==> config.mk <==
export PLATFORM = sky130hd
export DESIGN_NAME = lpl_ctrl
export DESIGN_NICKNAME = d
export VERILOG_FILES = /design/src/rtl/lpl_pkg.sv /design/src/rtl/lpl_ctrl.sv
export SDC_FILE = /design/constraint.sdc
export NUM_CORES = 1
export LEC_CHECK = 0
export ABC_AREA = 1
export BUFFER_PORTS_ARGS = -buffer_cell sky130_fd_sc_hd__buf_2
export CORE_ASPECT_RATIO = 0.8
export CORE_MARGIN = 2
export CORE_UTILIZATION = 30
export DETAILED_ROUTE_END_ITERATION = 10
export GPL_TIMING_DRIVEN = 0
export PLACE_DENSITY = 0.56
export SLEW_MARGIN = 20
export SYNTH_ARGS = -nofsm -noshare
export SYNTH_HDL_FRONTEND = slang
export SYNTH_SLANG_ARGS = --single-unit
==> constraint.sdc <==
create_clock -name clk -period 4.2 [get_ports clk]
set_clock_uncertainty 0.15 [all_clocks]
set_input_delay 0.21 -clock clk [delete_from_list [all_inputs] [get_ports clk]]
set_output_delay 0.21 -clock clk [all_outputs]
set_load 0.03 [all_outputs]
==> src/rtl/lpl_pkg.sv <==
// Shared types, constants and constant tables of the look-ahead peak limiter.
`default_nettype none

package lpl_pkg;

	localparam int SAMPLE_W = 24;
	localparam int RED_W = 15;
	localparam int CFG_ADDR_W = 3;
	localparam int CFG_DATA_W = 24;

	// Register indexes of the configuration port
	localparam logic [CFG_ADDR_W-1:0] REG_CEILING_DB    = 3'd0;
	localparam logic [CFG_ADDR_W-1:0] REG_CEILING_GAIN  = 3'd1;
	localparam logic [CFG_ADDR_W-1:0] REG_LOOKAHEAD     = 3'd2;
	localparam logic [CFG_ADDR_W-1:0] REG_ATTACK_COEFF  = 3'd3;
	localparam logic [CFG_ADDR_W-1:0] REG_RELEASE_COEFF = 3'd4;

	localparam logic [15:0] CEILING_DB_RST    = 16'd0;
	localparam logic [23:0] UNITY_GAIN        = 24'd8388608;
	localparam logic [8:0]  LOOKAHEAD_RST     = 9'd0;
	localparam logic [15:0] ATTACK_RST        = 16'd0;
	localparam logic [15:0] RELEASE_RST       = 16'd65000;

	// dB per log2 unit in Q16, and log2 units per dB in Q24
	localparam logic [18:0] DB_PER_LOG2_Q16 = 19'd394566;
	localparam logic [21:0] LOG2_PER_DB_Q24 = 22'd2786635;

	localparam logic [14:0] RED_MAX = 15'h7FFF;
	localparam int LOG_STEPS = 16;
	localparam int DIV_STEPS = 23;

	typedef logic [15:0][29:0] roots_t;

	typedef struct packed {
		logic       cap_in;
		logic       log_init;
		logic       log_gain;
		logic       log_step;
		logic       req_fin;
		logic       bk_rd;
		logic       bk_chk;
		logic       push;
		logic       fr_rd;
		logic       fr_chk;
		logic       sm1;
		logic       sm2;
		logic       gn_init;
		logic       ex_step;
		logic       gn_fin;
		logic       out_mul;
		logic       rd_fin;
		logic       out_load;
		logic [4:0] step;
	} lpl_cmd_t;

	typedef struct packed {
		logic win_empty;
		logic bk_pop;
		logic fr_pop;
	} lpl_status_t;

	function automatic logic [63:0] isqrt64(input logic [63:0] v);
		logic [63:0] res;
		logic [63:0] rem;
		logic [63:0] bm;
		res = '0;
		rem = v;
		bm = 64'h4000_0000_0000_0000;
		for (int i = 0; i < 32; i++) begin
			if (rem >= res + bm) begin
				rem = rem - (res + bm);
				res = (res >> 1) + bm;
			end else begin
				res = res >> 1;
			end
			bm = bm >> 2;
		end
		return res;
	endfunction

	// Q0.30 roots 2^(-2^-(k+1)), by nested square roots
	function automatic roots_t build_roots();
		roots_t t;
		logic [63:0] r;
		r = isqrt64(64'd1 << 59);
		t[0] = r[29:0];
		for (int k = 1; k < 16; k++) begin
			r = isqrt64(r << 30);
			t[k] = r[29:0];
		end
		return t;
	endfunction

	localparam roots_t EXP_ROOTS = build_roots();

endpackage

`default_nettype wire

==> src/rtl/lpl_ctrl.sv <==
// Sequencer of the limiter: steps one item through the datapath units.
`default_nettype none

module lpl_ctrl
	import lpl_pkg::*;
(
	input  wire logic        clk,
	input  wire logic        arst_n,
	input  wire logic        in_valid,
	output logic             in_ready,
	output logic             out_valid,
	input  wire logic        out_ready,
	input  wire lpl_status_t st,
	output lpl_cmd_t         cmd
);

	typedef enum logic [4:0] {
		S_IDLE,
		S_LOG_INIT,
		S_LOG_STEP,
		S_REQ,
		S_BK_TEST,
		S_BK_CHK,
		S_PUSH,
		S_FR_RD,
		S_FR_CHK,
		S_SM1,
		S_SM2,
		S_GN_INIT,
		S_EXP_DIV,
		S_GN_FIN,
		S_RD_INIT,
		S_RD_STEP,
		S_RD_FIN,
		S_DONE
	} state_t;

	state_t     state_q;
	logic [4:0] cnt_q;
	logic       out_valid_q;

	always_comb begin
		cmd = '0;
		cmd.step = cnt_q;
		case (state_q)
			S_IDLE:     cmd.cap_in = in_valid;
			S_LOG_INIT: cmd.log_init = 1'b1;
			S_LOG_STEP: cmd.log_step = 1'b1;
			S_REQ:      cmd.req_fin = 1'b1;
			S_BK_TEST:  cmd.bk_rd = !st.win_empty;
			S_BK_CHK:   cmd.bk_chk = 1'b1;
			S_PUSH:     cmd.push = 1'b1;
			S_FR_RD:    cmd.fr_rd = 1'b1;
			S_FR_CHK:   cmd.fr_chk = 1'b1;
			S_SM1:      cmd.sm1 = 1'b1;
			S_SM2:      cmd.sm2 = 1'b1;
			S_GN_INIT:  cmd.gn_init = 1'b1;
			S_EXP_DIV:  cmd.ex_step = 1'b1;
			S_GN_FIN:   cmd.gn_fin = 1'b1;
			S_RD_INIT: begin
				cmd.log_init = 1'b1;
				cmd.log_gain = 1'b1;
				cmd.out_mul  = 1'b1;
			end
			S_RD_STEP:  cmd.log_step = 1'b1;
			S_RD_FIN: begin
				cmd.rd_fin   = 1'b1;
				cmd.log_gain = 1'b1;
			end
			S_DONE:     cmd.out_load = !out_valid_q || out_ready;
			default: ;
		endcase
	end

	always_ff @(posedge clk or negedge arst_n) begin
		if (!arst_n) begin
			state_q     <= S_IDLE;
			cnt_q       <= '0;
			out_valid_q <= 1'b0;
		end else begin
			if (cmd.out_load) begin
				out_valid_q <= 1'b1;
			end else if (out_ready) begin
				out_valid_q <= 1'b0;
			end
			case (state_q)
				S_IDLE: if (in_valid) begin
					state_q <= S_LOG_INIT;
				end
				S_LOG_INIT: begin
					cnt_q   <= '0;
					state_q <= S_LOG_STEP;
				end
				S_LOG_STEP: begin
					cnt_q <= cnt_q + 5'd1;
					if (cnt_q == 5'(LOG_STEPS - 1)) begin
						state_q <= S_REQ;
					end
				end
				S_REQ:     state_q <= S_BK_TEST;
				S_BK_TEST: state_q <= st.win_empty ? S_PUSH : S_BK_CHK;
				S_BK_CHK:  state_q <= st.bk_pop ? S_BK_TEST : S_PUSH;
				S_PUSH:    state_q <= S_FR_RD;
				S_FR_RD:   state_q <= S_FR_CHK;
				S_FR_CHK:  state_q <= st.fr_pop ? S_FR_RD : S_SM1;
				S_SM1:     state_q <= S_SM2;
				S_SM2:     state_q <= S_GN_INIT;
				S_GN_INIT: begin
					cnt_q   <= '0;
					state_q <= S_EXP_DIV;
				end
				S_EXP_DIV: begin
					cnt_q <= cnt_q + 5'd1;
					if (cnt_q == 5'(DIV_STEPS - 1)) begin
						state_q <= S_GN_FIN;
					end
				end
				S_GN_FIN:  state_q <= S_RD_INIT;
				S_RD_INIT: begin
					cnt_q   <= '0;
					state_q <= S_RD_STEP;
				end
				S_RD_STEP: begin
					cnt_q <= cnt_q + 5'd1;
					if (cnt_q == 5'(LOG_STEPS - 1)) begin
						state_q <= S_RD_FIN;
					end
				end
				S_RD_FIN:  state_q <= S_DONE;
				S_DONE: if (cmd.out_load) begin
					state_q <= S_IDLE;
				end
				default:   state_q <= S_IDLE;
			endcase
		end
	end

	assign in_ready  = (state_q == S_IDLE);
	assign out_valid = out_valid_q;

	a_one_item: assert property (@(posedge clk) disable iff (!arst_n)
		(in_valid && in_ready) |=> !in_ready)
		else $error("second item taken while one is in work");
	a_load_shows: assert property (@(posedge clk) disable iff (!arst_n)
		cmd.out_load |=> out_valid)
		else $error("loaded result not offered");
	a_no_overwrite: assert property (@(posedge clk) disable iff (!arst_n)
		(out_valid && !out_ready) |-> !cmd.out_load)
		else $error("pending result overwritten");

endmodule

`default_nettype wire

* Yosys cells after proc, flatten, opt, wreduce, memory -nomap -nowiden
Cells that the tools add are included.
W data, S select, Z words.
** Cells by class
- Equal/unequal tests :: 24
- Add/subtract/negate cells :: 1
- Mux-type cells :: 30
- Reduce and logical (&&, ||, !) cells :: 12
** Operators with widths (count)
- $pmux W5 S18 :: 1
- $eq A5 B4 Y1 const B :: 9
- $mux W5 :: 5
- $eq A5 B3 Y1 const B :: 4
- $mux W1 :: 20
- $eq A5 B5 Y1 const B :: 3
- $eq A5 B2 Y1 const B :: 2
- $ne A2 B2 Y1 const B :: 5
- $pmux W5 S2 :: 1
- $reduce_or A2 Y1 :: 3
- $reduce_or A3 Y1 :: 2
- $add A5 B1 Y5 const B :: 1
- $eq A5 B1 Y1 const B :: 1
- $logic_not A5 Y1 :: 1
- $reduce_and A5 Y1 :: 1
- $mux W2 :: 2
- $mux W4 :: 1
- $reduce_bool A2 Y1 :: 2
- $logic_not A1 Y1 :: 2
- $logic_or A1 B1 Y1 :: 1
** Word-level totals
- Register bits :: 11
- Bits of input ports :: 7
- Word-level logic and storage cells :: 70
- Output and inout port bits :: 25

* Logic depth before layout (Yosys ltp)
Gate-level depths: netlist of the first run.
- Depth after elaboration :: 5
- Mapped depth :: 9
- Depth with buffers taken out :: 9

* Worst setup path before layout of the first run
No wires, ideal clock.
- Kind :: register to register
- From :: register state_q[0]
- To :: register state_q[0]
- Data arrival time :: 1562 ps
- Data required time :: 3930 ps
- Stages on the path, launching flop included :: 9
- Clock period less this slack :: 1832 ps
- Path slack :: 2368 ps
- Cells stage by stage :: dfrtp_1 -> nor2_4 -> inv_2 -> nor2_1 -> nand2_1 -> nand3_1 -> nor2_2 -> nand2_1 -> nand2_1
** On the way
- Cells in the longest elaborated chain, start to end :: 4
- Elaborated cells between the ends (all ways) :: 26
- Classes of those cells :: 22 x eq/ne; 2 x mux; 2 x reduce/logical
** RTL lines
- start, declared :: line lpl_ctrl.sv:38 : state_t state_q;
- start signal, assigned :: line lpl_ctrl.sv:101 : S_BK_TEST: state_q <= st.win_empty ? S_PUSH : S_BK_CHK;
- start signal, assigned :: line lpl_ctrl.sv:102 : S_BK_CHK: state_q <= st.bk_pop ? S_BK_TEST : S_PUSH;
- start signal, assigned :: line lpl_ctrl.sv:105 : S_FR_CHK: state_q <= st.fr_pop ? S_FR_RD : S_SM1;
- $eq A5 B5 Y1 :: line lpl_ctrl.sv:45, lpl_ctrl.sv:86
- $mux W1 :: line lpl_ctrl.sv:45 : case (state_q)
- $ne A2 B2 Y1 (no line)
- $reduce_and A5 Y1 (no line)
Several ways; a longest one is shown, not always the timed one.
A chain may end at the register's enable or synchronous reset.

==> results of run 1 <==
## flip-flops by register name, indices dropped and copies added (netlist names)
| signal | cells |
|---|---|
| cnt_q | 5 |
| out_valid | 1 |
| state_q | 5 |
## worst max path at each step
stage                           start                endpoint  slack, ps  cells past startpoint
3_5_place_dp   state_q[3]$_DFFE_PN0P_                 cmd[20]       2450                      5
3_3_place_gp   state_q[3]$_DFFE_PN0P_                 cmd[20]       2430                      5
5_1_grt        state_q[3]$_DFFE_PN0P_                 cmd[20]       2060                      5
6_report       state_q[3]$_DFFE_PN0P_                 cmd[20]       2180                      5
4_1_cts        state_q[3]$_DFFE_PN0P_                 cmd[20]       2180                      5
2_1_floorplan  state_q[0]$_DFFE_PN0P_  state_q[0]$_DFFE_PN0P_       2370                      8
## repair_timing
action / 4_1_cts / 5_1_grt
endpoints found under the hold margin: 11 / 0
hold buffers: 1 / 0
resized for setup: 0 / 0
## power by group through the flow
stage / registers (mW) / clock network [mW] / logic [mW]
floorplan: 0.231 / 0 / 0.453
global placement: 0.206 / 0 / 0.640
detailed placement: 0.206 / 0 / 0.633
CTS: 0.204 / 0.109 / 0.637
global route: 0.211 / 0.118 / 0.715
finish: 0.205 / 0.106 / 0.632
## placed cells by master (no fill, tap or decap), types with 2 or more instances in the layout
master / instances
nor2_1: 24
nor3_1: 2
a21oi_1: 3
clkbuf_8: 3
dfrtp_1: 11
nand2_1: 48
nor2_2: 3
nor2_4: 2
nand4_1: 4
inv_2: 6
inv_1: 20
o21ai_0: 3
ha_1: 3
nand3_1: 17
buf_2: 32
nand2_2: 4
## through the flow
stage / util [%] / area (um2) / instances / hold slack [ps] / setup WS [ps]
floorplan: - / 994.7 / 160 / -235.6 / 2368
global placement: 38.33 / 1200 / 231 / -49.55 / 2430
detailed placement: 38.33 / 1200 / 231 / -48.50 / 2446
CTS: 40.09 / 1255 / 236 / 42.20 / 2184
global route: 40.09 / 1255 / 236 / 39.74 / 2063
finish: 40.09 / 1255 / 236 / 42.23 / 2182
## logic make-up (layout without fill, tap and decap cells)
group / Yosys count / after routing / share of synthesized area [%]
compound gates: 9 / 9 / 5.283
simple gates: 109 / 109 / 52.08
flops: 11 / 11 / 27.67
buf+inv: 27 / 63 / 10.31
fa+ha+maj: 3 / 3 / 3.774
xor+xnor: 1 / 1 / 0.8807
## critical path, stage by stage, from the launching register on
cell,delay (ps)
dfrtp_1,350
buf_2,180
nor2_2,340
nand3_1,210
nand2_1,130
buf_2,200
## final cells by class
class,count,area share (%)
repair buffers,32,13.16
multi-input cells,122,49.15
plain buffers,1,0.3988
flip-flops and latches,11,21.93
clock buffers,4,3.589
well taps,40,3.988
inverters,26,7.777
## per-layer routing
layer  up-vias  routed length, um  track usage [%]
met1       474               1311            24.91
met3         0                221            4.888
met4         0                  0            3.143
li1        574                  -                -
met2        43               1083            18.54
met5         -                  0                0
==> results.json, run 1 <==
{
  "outcome": "finished, final reports clean",
  "hold_path.class": "in -> reg",
  "grt_max_degree": 12,
  "drc": 0,
  "core_region_area_mm2": 0.003131,
  "r2r_start": "state_q[3]$_DFFE_PN0P_",
  "p_sw_mw": 0.5391,
  "synthArstFlopShare_pct": 100.0,
  "drt-vias-per-instance": 4.623,
  "die_x_um": 68.38,
  "ys_top_cells_by_area": "dfrtp_1, nand2_1, nor2_1",
  "ff_latch_area_um2": 275.3,
  "cts_made_buffers": 3,
  "yosys_warnings": 0,
  "p_leak_nw": 0.8169,
  "cts_tree": "built",
  "min_path_cells": 2,
  "synth_area_um2": 994.7,
  "dieArea_mm2": 0.003795,
  "area_delta_synth_final_pct": 26.16,
  "grt_use_total_pct": 15.14,
  "drive_gt1_share_pct": 28.57,
  "dr.pass1.iters": 4,
  "ys.flop_type": "dfrtp_1",
  "clkTransAtPathRegs_ps": 50,
  "pwr-share-comb_pct": 67.0,
  "cts.sinks": 11,
  "sw_frac_of_total_pct": 57.18,
  "max_cap_viol_count": 0,
  "die_y_um": 55.50,
  "n_antenna_cell": 0,
  "yosysUniqueCellTypes": 24,
  "grt_pass1_vias": 897,
  "setup_viol": 0,
  "rrSetupSlack_ps": 2530,
  "drtIter0Drc": 44,
  "yosys-top-cells-count": "nand2_1, nor2_1, inv_1",
  "synth.most_common_cell": "nand2_1",
  "clk_latency_ps": 240,
  "multiInputGateArea_um2": 616.8,
  "synth_edf_count": 0,
  "placementRows": 18,
  "clock.fmax_mhz": 495.5,
  "synth_top_area_share_pct": 27.67,
  "synth_seq_area_share_pct": 27.67,
  "cts_buffer_depth": 2,
  "rr_endpoint": "state_q[1]$_DFFE_PN0P_",
  "postSynthAreaPerCell_um2": 6.217,
  "cp-start-kind": "flop",
  "dp_hpwl_um": 2108,
  "synthesis.nets": 170,
  "io_pins": 32,
  "hold_viol_final": 0,
  "synth_top_area_cell": "dfrtp_1",
  "max_slew_margin_pct": 73.42,
  "ir_worst_vdd_mv": 0.2370,
  "sequentialPowerShare_pct": 21.7,
  "intPower_mw": 0.4036,
  "gr-total-overflow": 0,
  "rsz0062_at_grt": "no",
  "min_period_ps": 2018,
  "cp-end-kind": "output port",
  "total_power_mw": 0.9427,
  "synth-seq-cells": 11,
  "cp.arrival_ps": 1660,
  "pwr-share-clk_pct": 11.2,
  "grt_pass1_wl_um": 4347,
  "htreeDepth": 1,
  "portBuffers": 31,
  "post_cts_buffers": 0,
  "wl_per_cell_um": 11.08,
  "start_util_pct": 31.77,
  "drv_slew": 0,
  "required_ps": 3840,
  "vias": 1091,
  "nFillCells": 354,
  "timing_worst_setup_path_type": "reg -> out",
  "min_period_over_period_pct": 48.05,
  "tns_ps": 0,
  "antenna_found_initial": 0,
  "min_to": "out_valid$_DFFE_PN0P_",
  "fin_nets": 207,
  "syn_inst": 160,
  "root_buffer": "clkbuf_8",
  "wirelength_um": 2615,
  "ant_nets": 0,
  "place_congestion": 0.8533,
  "power.density_mw_per_mm2": 751.2,
  "tightest_slew_ps": 398.2,
  "worstHoldStart": "out_ready",
  "cp_max_fo": 10,
  "reg2reg_depth": 7
}
(Power assumes the default switching activity.)
==> inputs of run 2 (changes only) <==
Clock period 4.2 ns to 1.9 ns, I/O delays scaled along.
==> run 2 against run 1 <==
Final cell count rose by 0.42%. Clock power rose by 120%. Combinational power rose by 120%. Critical path type unchanged. Routed wire length increased by 1.5%. Non-clock buffer count grew 1. Largest power group unchanged. Count of clock-buffer cells in the layout unchanged. Register-to-register slack got worse by 2300 ps. Die area did not move. Highest routed layer unchanged.
==> results.json, run 2 (synthesis results as in run 1) <==
{
  "clkTransAtPathRegs_ps": 50,
  "hold_viol_final": 0,
  "ant_nets": 0,
  "dr.pass1.iters": 4,
  "vias": 1111,
  "r2r_start": "state_q[0]$_DFFE_PN0P_",
  "path_cells": "inv_4, nand3_2, inv_2, nand2_2, nand2_4, buf_2",
  "place_area_mm2": 0.001200,
  "nFillCells": 352,
  "n_antenna_cell": 0,
  "grt_max_degree": 12,
  "cts.sinks": 11,
  "antenna_found_initial": 0,
  "outcome": "finished, final reports clean",
  "dp_hpwl_um": 2108,
  "drive_gt1_share_pct": 29.44,
  "htreeDepth": 1,
  "cp_max_fo": 10,
  "mostFrequentLayoutCell": "nand2_1",
  "cp-start-kind": "flop",
  "place_congestion": 0.8533,
  "clock.fmax_mhz": 566.1,
  "drt-vias-per-instance": 4.688,
  "timing_worst_setup_path_type": "reg -> out",
  "ff_latch_area_um2": 276.5,
  "cp.arrival_ps": 1520,
  "cts_buffer_depth": 2,
  "dp_cells": 231,
  "power.density_mw_per_mm2": 1651,
  "hold_path.class": "in -> reg",
  "min_period_ps": 1767,
  "tightest_slew_ps": 282.5,
  "start_util_pct": 31.77,
  "drc": 0,
  "cp-end-kind": "output port",
  "total_power_mw": 2.107,
  "max_cap_viol_count": 0,
  "dieArea_mm2": 0.003795,
  "ir_worst_vdd_mv": 0.5274,
  "die_y_um": 55.50,
  "portBuffers": 31,
  "placementRows": 18,
  "wl_per_cell_um": 11.20,
  "drv_slew": 0,
  "fin_nets": 208,
  "cts_tree": "built",
  "holdWs_ps": 63.11,
  "io_pins": 32,
  "grt_pass1_vias": 914,
  "required_ps": 1650,
  "multiInputGateArea_um2": 624.3,
  "max_slew_margin_pct": 81.16,
  "p_leak_nw": 0.8220,
  "clk_latency_ps": 240,
  "area_delta_synth_final_pct": 28.30,
  "finalNonFillerCells": 237,
  "rsz0062_at_grt": "no",
  "layout_common_cells": "nand2_1, buf_2, nor2_1",
  "drtIter0Drc": 44,
  "grt_pass1_wl_um": 4416,
  "min_period_over_period_pct": 92.98,
  "timing.critical_path.from": "state_q[4]$_DFFE_PN0P_",
  "die_x_um": 68.38,
  "setup_viol": 0,
  "cp_slowest_cell": "dfrtp_1",
  "core_region_area_mm2": 0.003131,
  "root_buffer": "clkbuf_8",
  "tns_ps": 0,
  "post_cts_buffers": 0,
  "wirelength_um": 2655,
  "grt_use_total_pct": 15.39,
  "worstHoldStart": "st[0]",
  "cts_made_buffers": 3,
  "final_cell_area_mm2": 0.001276,
  "gr-total-overflow": 0,
  "slowest_delay_ps": 460
}
[run 2: cell count changes in the layout (fill, tap and decap cells not counted), sizes merged]
cell         before  now
dlygate4sd3       1    2
[run 2: layer usage]
metal,up-vias,global-route usage [%],share of wire [%]
met2,39,19.23,43
met1,496,25.03,50
met4,0,3.143,0
met3,0,4.888,7.2
li1,576,-,-
met5,-,0,0
[run 2: cell type report]
cell class              instances  area share [%]
multi-input cells             122           48.92
flip-flops and latches         11           21.67
repair buffers                 33           13.73
inverters                      26           7.843
well taps                      40           3.922
clock buffers                   4           3.529
plain buffers                   1          0.3922
[run 2: worst max-delay path, delay by kind of cell (launching register included)]
kind / cells / cell delay (ps)
AND/OR/NAND/NOR: 3 / 340
flip-flops: 1 / 460
buffers and inverters: 3 / 490
[run 2: stage by stage]
stage	worst slack, ps	utilization, %
after floorplan	67.57	-
after global placement	223.5	38.33
after CTS	88.16	40.57
final	133.5	40.77
after global routing	37.88	40.77
after detailed placement	240.8	38.33
[run 2: where the power goes]
part / internal, mW / switching (mW) / total (mW)
combinational: 0.429 / 0.985 / 1.41
clock: 0.147 / 0.0865 / 0.234
sequential: 0.326 / 0.134 / 0.460
[run 2: repair_timing]
| action | 4_1_cts | 5_1_grt |
|---|---|---|
| gates resized for setup | 1 | 3 |
| pin swaps | 0 | 0 |
| hold endpoints to repair | 12 | 0 |
| hold buffers | 2 | 0 |
| endpoints found under the setup margin | 1 | 5 |
[run 2: path summary, 6_finish.rpt]
path                                          end  slack (ps)  depth (start not counted)
max                                       cmd[19]         130                          6
min                        state_q[2]$_DFFE_PN0P_          60                          5
max reg2reg                state_q[1]$_DFFE_PN0P_         270                          8
min reg2reg                  cnt_q[3]$_DFFE_PN0P_         350                          2
max in group asynchronous  state_q[2]$_DFFE_PN0P_        1260                          2
min in group asynchronous  state_q[3]$_DFFE_PN0P_         110                          2
